**src/sv/nbl_pkg.sv**
```systemverilog
// ----------------------------------------------------------------------------
// nbl_pkg
// Types, source codes and lookup tables for the neighbour block locator.
// ----------------------------------------------------------------------------
`default_nettype none

package nbl_pkg;

    // Neighbour source codes
    typedef logic [2:0] src_t;
    localparam src_t SRC_IN = 3'd0;  // same macroblock
    localparam src_t SRC_A  = 3'd1;  // left macroblock
    localparam src_t SRC_B  = 3'd2;  // upper macroblock
    localparam src_t SRC_C  = 3'd3;  // up-right macroblock
    localparam src_t SRC_D  = 3'd4;  // left-up macroblock
    localparam src_t SRC_X  = 3'd5;  // no neighbour

    localparam int MB_W    = 14;
    localparam int SUB_W   = 4;
    localparam int WIDTH_W = 10;

    typedef logic [MB_W-1:0]    mb_t;
    typedef logic [SUB_W-1:0]   sub_t;
    typedef logic [WIDTH_W-1:0] width_t;

    // Register indexes
    localparam logic REG_WIDTH_IN_MBS   = 1'b0;
    localparam logic REG_SLICE_FIRST_MB = 1'b1;

    // Neighbour sub-block index, [size][direction][sub]
    localparam sub_t NB_SUB_TAB [2][4][16] = '{
        '{
            '{4'd5,  4'd0,  4'd7,  4'd2,  4'd1,  4'd4,  4'd3,  4'd6,
              4'd13, 4'd8,  4'd15, 4'd10, 4'd9,  4'd12, 4'd11, 4'd14},
            '{4'd10, 4'd11, 4'd0,  4'd1,  4'd14, 4'd15, 4'd4,  4'd5,
              4'd2,  4'd3,  4'd8,  4'd9,  4'd6,  4'd7,  4'd12, 4'd13},
            '{4'd11, 4'd14, 4'd1,  4'd4,  4'd15, 4'd10, 4'd5,  4'd0,
              4'd3,  4'd6,  4'd9,  4'd12, 4'd7,  4'd2,  4'd13, 4'd8},
            '{4'd15, 4'd10, 4'd5,  4'd0,  4'd11, 4'd14, 4'd1,  4'd4,
              4'd7,  4'd2,  4'd13, 4'd8,  4'd3,  4'd6,  4'd9,  4'd12}
        },
        '{
            '{4'd1, 4'd0, 4'd3, 4'd2, 4'd0, 4'd0, 4'd0, 4'd0,
              4'd0, 4'd0, 4'd0, 4'd0, 4'd0, 4'd0, 4'd0, 4'd0},
            '{4'd2, 4'd3, 4'd0, 4'd1, 4'd0, 4'd0, 4'd0, 4'd0,
              4'd0, 4'd0, 4'd0, 4'd0, 4'd0, 4'd0, 4'd0, 4'd0},
            '{4'd3, 4'd2, 4'd1, 4'd0, 4'd0, 4'd0, 4'd0, 4'd0,
              4'd0, 4'd0, 4'd0, 4'd0, 4'd0, 4'd0, 4'd0, 4'd0},
            '{4'd3, 4'd2, 4'd1, 4'd0, 4'd0, 4'd0, 4'd0, 4'd0,
              4'd0, 4'd0, 4'd0, 4'd0, 4'd0, 4'd0, 4'd0, 4'd0}
        }
    };

    // Neighbour source, [size][direction][sub]
    localparam src_t NB_SRC_TAB [2][4][16] = '{
        '{
            '{SRC_A,  SRC_IN, SRC_A,  SRC_IN, SRC_IN, SRC_IN, SRC_IN, SRC_IN,
              SRC_A,  SRC_IN, SRC_A,  SRC_IN, SRC_IN, SRC_IN, SRC_IN, SRC_IN},
            '{SRC_B,  SRC_B,  SRC_IN, SRC_IN, SRC_B,  SRC_B,  SRC_IN, SRC_IN,
              SRC_IN, SRC_IN, SRC_IN, SRC_IN, SRC_IN, SRC_IN, SRC_IN, SRC_IN},
            '{SRC_B,  SRC_B,  SRC_IN, SRC_IN, SRC_B,  SRC_C,  SRC_IN, SRC_X,
              SRC_IN, SRC_IN, SRC_IN, SRC_IN, SRC_IN, SRC_X,  SRC_IN, SRC_X},
            '{SRC_D,  SRC_B,  SRC_A,  SRC_IN, SRC_B,  SRC_B,  SRC_IN, SRC_IN,
              SRC_A,  SRC_IN, SRC_A,  SRC_IN, SRC_IN, SRC_IN, SRC_IN, SRC_IN}
        },
        '{
            '{SRC_A,  SRC_IN, SRC_A,  SRC_IN, SRC_X,  SRC_X,  SRC_X,  SRC_X,
              SRC_X,  SRC_X,  SRC_X,  SRC_X,  SRC_X,  SRC_X,  SRC_X,  SRC_X},
            '{SRC_B,  SRC_B,  SRC_IN, SRC_IN, SRC_X,  SRC_X,  SRC_X,  SRC_X,
              SRC_X,  SRC_X,  SRC_X,  SRC_X,  SRC_X,  SRC_X,  SRC_X,  SRC_X},
            '{SRC_B,  SRC_C,  SRC_IN, SRC_X,  SRC_X,  SRC_X,  SRC_X,  SRC_X,
              SRC_X,  SRC_X,  SRC_X,  SRC_X,  SRC_X,  SRC_X,  SRC_X,  SRC_X},
            '{SRC_D,  SRC_B,  SRC_A,  SRC_IN, SRC_X,  SRC_X,  SRC_X,  SRC_X,
              SRC_X,  SRC_X,  SRC_X,  SRC_X,  SRC_X,  SRC_X,  SRC_X,  SRC_X}
        }
    };

    // Divider stage payload: remainder of mb / w builds up over stages
    typedef struct packed {
        mb_t    mb;
        sub_t   sub;
        sub_t   nsub;
        src_t   src;
        width_t w;
        width_t rem;
    } div_stg_t;

    // Address stage payload
    typedef struct packed {
        sub_t sub;
        sub_t nsub;
        src_t src;
        logic ok;   // macroblock exists inside the picture
        mb_t  id;   // picture index of the neighbour macroblock
    } adr_stg_t;

    // One restoring division step: shift in a dividend bit, subtract if it fits.
    function automatic width_t div_step(input width_t r, input logic b, input width_t w);
        logic [WIDTH_W:0] t;
        logic [WIDTH_W:0] d;
        t = {r, b};
        d = t - {1'b0, w};
        if (t >= {1'b0, w}) begin
            div_step = d[WIDTH_W-1:0];
        end else begin
            div_step = t[WIDTH_W-1:0];
        end
    endfunction

endpackage

`default_nettype wire

```
**src/sv/h264_neighbour_block_locator.sv**
```systemverilog
// Six register stages lie between an input beat and its result beat.
// Throughput: one beat per cycle while the output is not stalled; the remainder
// mb_index mod width is formed by a restoring divider spread over four stages, 2+4+4+4 bits per stage.
// A stalled output freezes the whole pipeline; nothing is lost or repeated.
// Reset (aresetn low, synchronous) clears all valid bits and sets
// width_in_mbs to 1 and slice_first_mb to 0.
// ----------------------------------------------------------------------------
// h264_neighbour_block_locator
// Finds the neighbouring 4x4 / 8x8 block of a sub-block in z-scan order and
// tells whether it is available and in which macroblock it lies.
// ----------------------------------------------------------------------------
`default_nettype none

module h264_neighbour_block_locator #(
    parameter int MAX_PIC_MBS   = 16384,
    parameter int MAX_WIDTH_MBS = 512
) (
    input  wire                   aclk,
    input  wire                   aresetn,

    // configuration write port
    input  wire                   cfg_wr_en,
    input  wire                   cfg_index,
    input  wire  [13:0]           cfg_data,

    // input channel
    input  wire                   s_valid,
    output logic                  s_ready,
    input  wire  [1:0]            s_opcode,
    input  wire                   s_block_size,
    input  wire  nbl_pkg::mb_t    s_mb_index,
    input  wire  nbl_pkg::sub_t   s_sub_index,

    // result channel
    output logic                  m_valid,
    input  wire                   m_ready,
    output logic                  m_available,
    output logic                  m_in_other_mb,
    output nbl_pkg::mb_t          m_neighbour_mb,
    output nbl_pkg::sub_t         m_neighbour_sub
);

    import nbl_pkg::*;

    // ------------------------------------------------------------------
    // Configuration registers
    // ------------------------------------------------------------------
    width_t width_reg;
    mb_t    sfm_reg;

    always_ff @(posedge aclk) begin
        if (!aresetn) begin
            width_reg <= width_t'(1);
            sfm_reg   <= '0;
        end else if (cfg_wr_en) begin
            unique case (cfg_index)
                REG_WIDTH_IN_MBS:   width_reg <= cfg_data[WIDTH_W-1:0];
                REG_SLICE_FIRST_MB: sfm_reg   <= cfg_data;
                default:            ;
            endcase
        end
    end

    // ------------------------------------------------------------------
    // Pipeline control: every stage moves when the output register is
    // free or being drained. Bubbles travel with a cleared valid bit.
    // ------------------------------------------------------------------
    logic adv;
    logic m_valid_reg;

    assign adv     = !m_valid_reg || m_ready;
    assign s_ready = adv;

    logic [4:0] vld_reg;   // valid bits of stages 1..5

    always_ff @(posedge aclk) begin
        if (!aresetn) begin
            vld_reg     <= '0;
            m_valid_reg <= 1'b0;
        end else if (adv) begin
            vld_reg     <= {vld_reg[3:0], s_valid};
            m_valid_reg <= vld_reg[4];
        end
    end

    // ------------------------------------------------------------------
    // Stage 1: table lookup, width clamp, first two divider bits
    // ------------------------------------------------------------------
    div_stg_t st1_next, st1_reg;

    always_comb begin
        width_t wc;
        width_t r;
        if (width_reg == '0) begin
            wc = width_t'(1);
        end else if (int'(width_reg) > MAX_WIDTH_MBS) begin
            wc = width_t'(MAX_WIDTH_MBS);
        end else begin
            wc = width_reg;
        end
        st1_next.mb   = s_mb_index;
        st1_next.sub  = s_sub_index;
        st1_next.nsub = NB_SUB_TAB[s_block_size][s_opcode][s_sub_index];
        // macroblock past the picture never has a neighbour
        if (int'(s_mb_index) >= MAX_PIC_MBS) begin
            st1_next.src = SRC_X;
        end else begin
            st1_next.src = NB_SRC_TAB[s_block_size][s_opcode][s_sub_index];
        end
        st1_next.w = wc;
        r = '0;
        for (int k = 0; k < 2; k++) begin
            r = div_step(r, s_mb_index[MB_W-1-k], wc);
        end
        st1_next.rem = r;
    end

    // ------------------------------------------------------------------
    // Stages 2..4: four divider bits each
    // ------------------------------------------------------------------
    div_stg_t st2_next, st2_reg;
    div_stg_t st3_next, st3_reg;
    div_stg_t st4_next, st4_reg;

    always_comb begin
        width_t r;
        st2_next = st1_reg;
        r = st1_reg.rem;
        for (int k = 0; k < 4; k++) begin
            r = div_step(r, st1_reg.mb[11-k], st1_reg.w);
        end
        st2_next.rem = r;
    end

    always_comb begin
        width_t r;
        st3_next = st2_reg;
        r = st2_reg.rem;
        for (int k = 0; k < 4; k++) begin
            r = div_step(r, st2_reg.mb[7-k], st2_reg.w);
        end
        st3_next.rem = r;
    end

    always_comb begin
        width_t r;
        st4_next = st3_reg;
        r = st3_reg.rem;
        for (int k = 0; k < 4; k++) begin
            r = div_step(r, st3_reg.mb[3-k], st3_reg.w);
        end
        st4_next.rem = r;   // column of the current macroblock
    end

    // ------------------------------------------------------------------
    // Stage 5: picture edge checks and neighbour macroblock index
    // ------------------------------------------------------------------
    adr_stg_t st5_next, st5_reg;

    always_comb begin
        logic top;
        logic left_col;
        logic right_col;
        mb_t  wx;
        wx        = mb_t'(st4_reg.w);
        top       = st4_reg.mb < wx;
        left_col  = st4_reg.rem == '0;
        right_col = st4_reg.rem == (st4_reg.w - width_t'(1));

        st5_next.sub  = st4_reg.sub;
        st5_next.nsub = st4_reg.nsub;
        st5_next.src  = st4_reg.src;
        st5_next.ok   = 1'b0;
        st5_next.id   = '0;
        unique case (st4_reg.src)
            SRC_A: begin
                st5_next.ok = !left_col;
                st5_next.id = st4_reg.mb - mb_t'(1);
            end
            SRC_B: begin
                st5_next.ok = !top;
                st5_next.id = st4_reg.mb - wx;
            end
            SRC_C: begin
                st5_next.ok = !top && !right_col;
                st5_next.id = st4_reg.mb - wx + mb_t'(1);
            end
            SRC_D: begin
                st5_next.ok = !top && !left_col;
                st5_next.id = st4_reg.mb - wx - mb_t'(1);
            end
            default: ;
        endcase
    end

    // ------------------------------------------------------------------
    // Stage 6: slice start check, result formatting into output register
    // ------------------------------------------------------------------
    logic [MB_W:0] rel_wide;
    logic          avail_next;
    logic          other_next;
    mb_t           nmb_next;
    sub_t          nsub_next;

    assign rel_wide = {1'b0, st5_reg.id} - {1'b0, sfm_reg};  // borrow: before slice

    always_comb begin
        avail_next = 1'b0;
        other_next = 1'b0;
        nmb_next   = '0;
        nsub_next  = '0;
        unique case (st5_reg.src)
            SRC_IN: begin
                // inside the macroblock: only earlier blocks in z-scan
                if (st5_reg.nsub < st5_reg.sub) begin
                    avail_next = 1'b1;
                    nsub_next  = st5_reg.nsub;
                end
            end
            SRC_A, SRC_B, SRC_C, SRC_D: begin
                if (st5_reg.ok && !rel_wide[MB_W]) begin
                    avail_next = 1'b1;
                    other_next = 1'b1;
                    nmb_next   = rel_wide[MB_W-1:0];
                    nsub_next  = st5_reg.nsub;
                end
            end
            default: ;
        endcase
    end

    logic avail_reg;
    logic other_reg;
    mb_t  nmb_reg;
    sub_t nsub_reg;

    // payload registers, no reset
    always_ff @(posedge aclk) begin
        if (adv) begin
            st1_reg   <= st1_next;
            st2_reg   <= st2_next;
            st3_reg   <= st3_next;
            st4_reg   <= st4_next;
            st5_reg   <= st5_next;
            avail_reg <= avail_next;
            other_reg <= other_next;
            nmb_reg   <= nmb_next;
            nsub_reg  <= nsub_next;
        end
    end

    assign m_valid         = m_valid_reg;
    assign m_available     = avail_reg;
    assign m_in_other_mb   = other_reg;
    assign m_neighbour_mb  = nmb_reg;
    assign m_neighbour_sub = nsub_reg;

endmodule

`default_nettype wire
```
**config.mk**
```make
export PLATFORM = sky130hd
export DESIGN_NAME = h264_neighbour_block_locator
export DESIGN_NICKNAME = d
export VERILOG_FILES = /design/src/sv/nbl_pkg.sv /design/src/sv/h264_neighbour_block_locator.sv
export SDC_FILE = /design/constraint.sdc
export NUM_CORES = 1
export LEC_CHECK = 0
export BUFFER_PORTS_ARGS = -buffer_cell sky130_fd_sc_hd__buf_2
export CELL_PAD_IN_SITES_DETAIL_PLACEMENT = 2
export CELL_PAD_IN_SITES_GLOBAL_PLACEMENT = 2
export CORE_MARGIN = 2
export CORE_UTILIZATION = 43
export CTS_BUF_LIST = sky130_fd_sc_hd__clkbuf_8
export DETAILED_ROUTE_END_ITERATION = 16
export HOLD_SLACK_MARGIN = 0.05
export PLACE_DENSITY = 0.93
export SETUP_SLACK_MARGIN = 0.15
export SLEW_MARGIN = 15
export SYNTH_ARGS = -nofsm -noshare
export SYNTH_HDL_FRONTEND = slang
export SYNTH_SLANG_ARGS = --single-unit
```
**constraint.sdc**
```tcl
create_clock -name aclk -period 10.1 [get_ports aclk]
set_clock_uncertainty 0.2 [all_clocks]
set_input_delay 2.02 -clock aclk [delete_from_list [all_inputs] [get_ports aclk]]
set_output_delay 2.02 -clock aclk [all_outputs]
set_load 0.005 [all_outputs]
```
==> key figures <==
Synth
  – Post-Synth Simple-Gate Area: 14.9%
  – Yosys cell types: 97
  – EDFF count, synth: 226
  – Avg Inst Size Synth: 9.86 µm²
  – Ys Warns: 0
  – Post-Synth XOR/XNOR Area: 6.40%
  – Post-Syn Instances: 1,900
  – Primary FF master, synth: edfxtp_1
  – Async SR Flop Fraction: 0%
  – Syn nets: 2,134
  – Post-Synth Adder-Cell Area: 13.5%
  – Cell area after synthesis: 18,700 µm²
  – Register area share after synthesis: 39.4%
  – Largest family of logic cells by synthesized area: compound AO/OA/AOI/OAI gates
  – Mux cell area share after synthesis: 3.56%
  – Synth Area in Compound Gates: 18.0%
  – Flops & latches, synth: 256

Place
  – Dpl cells: 2,534
  – Placer Congestion: 0.901
  – Dpl hpwl: 57,700 µm
  – IO buf count: 62

Die
  – Chip Width: 213 µm
  – Core region area: 43,100 µm²
  – Rows: 76
  – IO Pins: 63
  – Die area: 45,300 µm²
  – Initial Util: 43.5%
  – Die height: 213 µm

Clock network
  – CTS tree: done
  – CTS Buffer Depth: 3
  – Worst-path clk slew: 0.08 ns
  – Clk_lat worst skew: 0.69 ns
  – Clk sink count: 256
  – CTS buffer count: 47
  – Max H-tree Level: 2
  – Root buf cell: clkbuf_8
  – Cts hold-fix bufs: 0

STA
  – Worst setup margin: -0.868 ns
  – Final period utilization: 109%
  – Hold Fails Final Rpt: 0
  – Fin. max-slew vios: 0
  – Final setup viols: 30
  – Setup TNS: -16.47 ns
  – Slew headroom: 7.84%
  – Min cycle time layout: 10.97 ns
  – Fmax: 0.0912 GHz
  – RSZ-0062 raised after global routing: yes
  – Worst slew pin tran: 1.36 ns

Worst setup path
  – Reg2reg setup slack: -0.87 ns
  – Critical Path Slowest Stage Cell: or3_1
  – Worst endpoint required time: 10.27 ns
  – Worst setup EP type: flop
  – Worst path bufs/invs: 6
  – Crit path launch type: flop
  – Setup Crit Path Kind: reg -> reg
  – Worst EP arrival: 11.14 ns
  – Worst path top cell family by delay: compound AO/OA/AOI/OAI gates
  – FF-to-FF Start: st1_reg[16]
  – Crit-path max FO: 10
  – Crit. Startpoint: st1_reg[16]
  – Max incr delay on CP: 0.51 ns

Route
  – DRC Markers: 0
  – Total number of vias: 19,600
  – TritonRoute pass-1 iters: 6
  – Routed vias/inst: 7.31
  – DRT met1 WL: 35,600 µm
  – Final antenna-violating net count: 0
  – Uppermost layer routed: met5
  – Initial drt markers: 2,491
  – Avg WL per Cell: 40.6 µm
  – Final WL: 109,000 µm
  – Met2 WL: 49,000 µm
  – Routed met3 length: 11,000 µm

Outcome
  – Failing checks: negative setup slack
  – Outcome: finished with violations

Final layout
  – Seq. cell area: 7390 µm²
  – Final cell count without fillers: 2,677
  – Share of cells above drive strength 1: 17.5%
  – Filler cells: 4,380
  – Multi-input combinational cell area: 11,100 µm²
  – Area delta synth->final: 16.0%
  – Utilization after layout: 50.5%
  – # nets final: 2,280

GRT
  – Initial antenna violation count: 10
  – First-pass GRT wire length: 138,000 µm
  – Largest net degree at the start of global routing: 90
  – Vias in the first global route: 20,300
  – Grt ovf: 0
  – GRT Total Usage: 41.3%

Worst hold path
  – Hold_sp: st2_reg[27]
  – Worst hold path type: reg -> reg

Flow run
  – MaxCap Viol Count: 0
[worst register-to-register path, delay by kind of cell (launching register included)]
kind / cells / cell delay, ns
compound gates: 18 / 4.22
fa+ha+maj: 4 / 1.52
buf+inv: 6 / 1.38
flops: 1 / 0.44
mux: 2 / 0.85
simple gates: 9 / 2.08
[per-layer routing]
| layer | up-vias | global-route usage, % |
|---|---|---|
| met2 | 1777 | 69.6 |
| li1 | 7332 | - |
| met1 | 9523 | 43.7 |
| met4 | 2 | 35.0 |
| met3 | 936 | 10.1 |
| met5 | - | 0 |
[cells in the final DEF, fill, tap and decap left out, types with 18 or more instances in the layout]
cell type  count
buf_4         64
nand2b_1      29
o21a_1        18
nor3_1        44
o21ai_0       80
buf_2         62
nand3_1       27
clkbuf_8      51
mux2_2        33
nand2_1      174
edfxtp_1     226
mux2i_1       20
dfxtp_1       30
a21oi_1      101
or3_1         20
nor2_1       131
xor2_1        47
ha_1         160
inv_1        164
a21boi_0      34
a21o_1        39
nand4_1       19
xnor2_1       90
nor2b_1       34
[repair_timing]
action | in CTS | in global routing
setup endpoints to repair | 30 | 30
hold endpoints to repair | 0 | 0
gates cloned | 0 | 2
pin swaps | 6 | 22
buffers inserted | 16 | 30
resized for setup | 40 | 102
[logic make-up (layout without fill, tap and decap cells)]
group | count (synthesis) | after routing
AOI/OAI and AO/OA | 485 | 486
DFF | 256 | 256
and+or+nand+nor | 567 | 568
buffers and inverters | 200 | 382
other | 0 | 8
xor gates and xnor gates | 137 | 137
adders and majority gates | 193 | 193
muxes | 62 | 62
[worst paths after layout]
check,to,cells after the start
worst min register to register,st3_reg[27],0
worst min-delay path,st3_reg[27],0
worst max register to register,st2_reg[2],39
worst max-delay path,st2_reg[2],39
[stage by stage]
stage	worst slack [ns]	hold WS, ns	area [µm²]
2_1_floorplan	0.794	0.200	18700
3_3_place_gp	0.353	0.201	19800
3_5_place_dp	-0.482	0.207	19800
4_1_cts	0.158	0.220	21100
5_1_grt	-0.848	0.232	21700
6_report	-0.868	0.218	21700
[Yosys cell counts, drive strengths merged, types with 10 or more instances]
master | count | area share [%]
a211oi | 18 | 0.75
a21boi | 35 | 1.4
a21o | 39 | 1.6
a21oi | 112 | 3.0
a221o | 16 | 0.85
a31oi | 13 | 0.55
and2 | 15 | 0.50
and3 | 15 | 0.50
buf | 10 | 0.38
clkbuf | 24 | 0.48
dfxtp | 30 | 3.2
edfxtp | 226 | 36
fa | 16 | 1.7
ha | 177 | 12
inv | 165 | 3.3
mux2 | 34 | 2.0
mux2i | 28 | 1.5
nand2 | 177 | 3.6
nand2b | 29 | 0.97
nand3 | 31 | 0.89
nand4 | 19 | 0.63
nor2 | 134 | 2.7
nor2b | 37 | 1.3
nor3 | 47 | 1.3
nor4 | 10 | 0.33
o211ai | 10 | 0.40
o21a | 18 | 0.72
o21ai | 96 | 2.6
o21bai | 13 | 0.58
o221ai | 10 | 0.47
o22ai | 11 | 0.37
o31ai | 12 | 0.51
or3 | 20 | 0.67
xnor2 | 90 | 4.2
xor2 | 47 | 2.2
[layout make-up]
| cell class | count | area share (%) |
|---|---|---|
| tap | 585 | 3.37 |
| timing repair buffer | 129 | 3.87 |
| inverter | 166 | 3.03 |
| clock inverter | 36 | 1.21 |
| antenna | 8 | 0.0921 |
| clock buffer | 51 | 3.23 |
| multi-input combinational | 1446 | 51.2 |
| sequential | 256 | 34.0 |
Power is left out: the tool's default activity adds up to more than one toggle a clock period on the data nets, which glitch-free logic cannot reach.
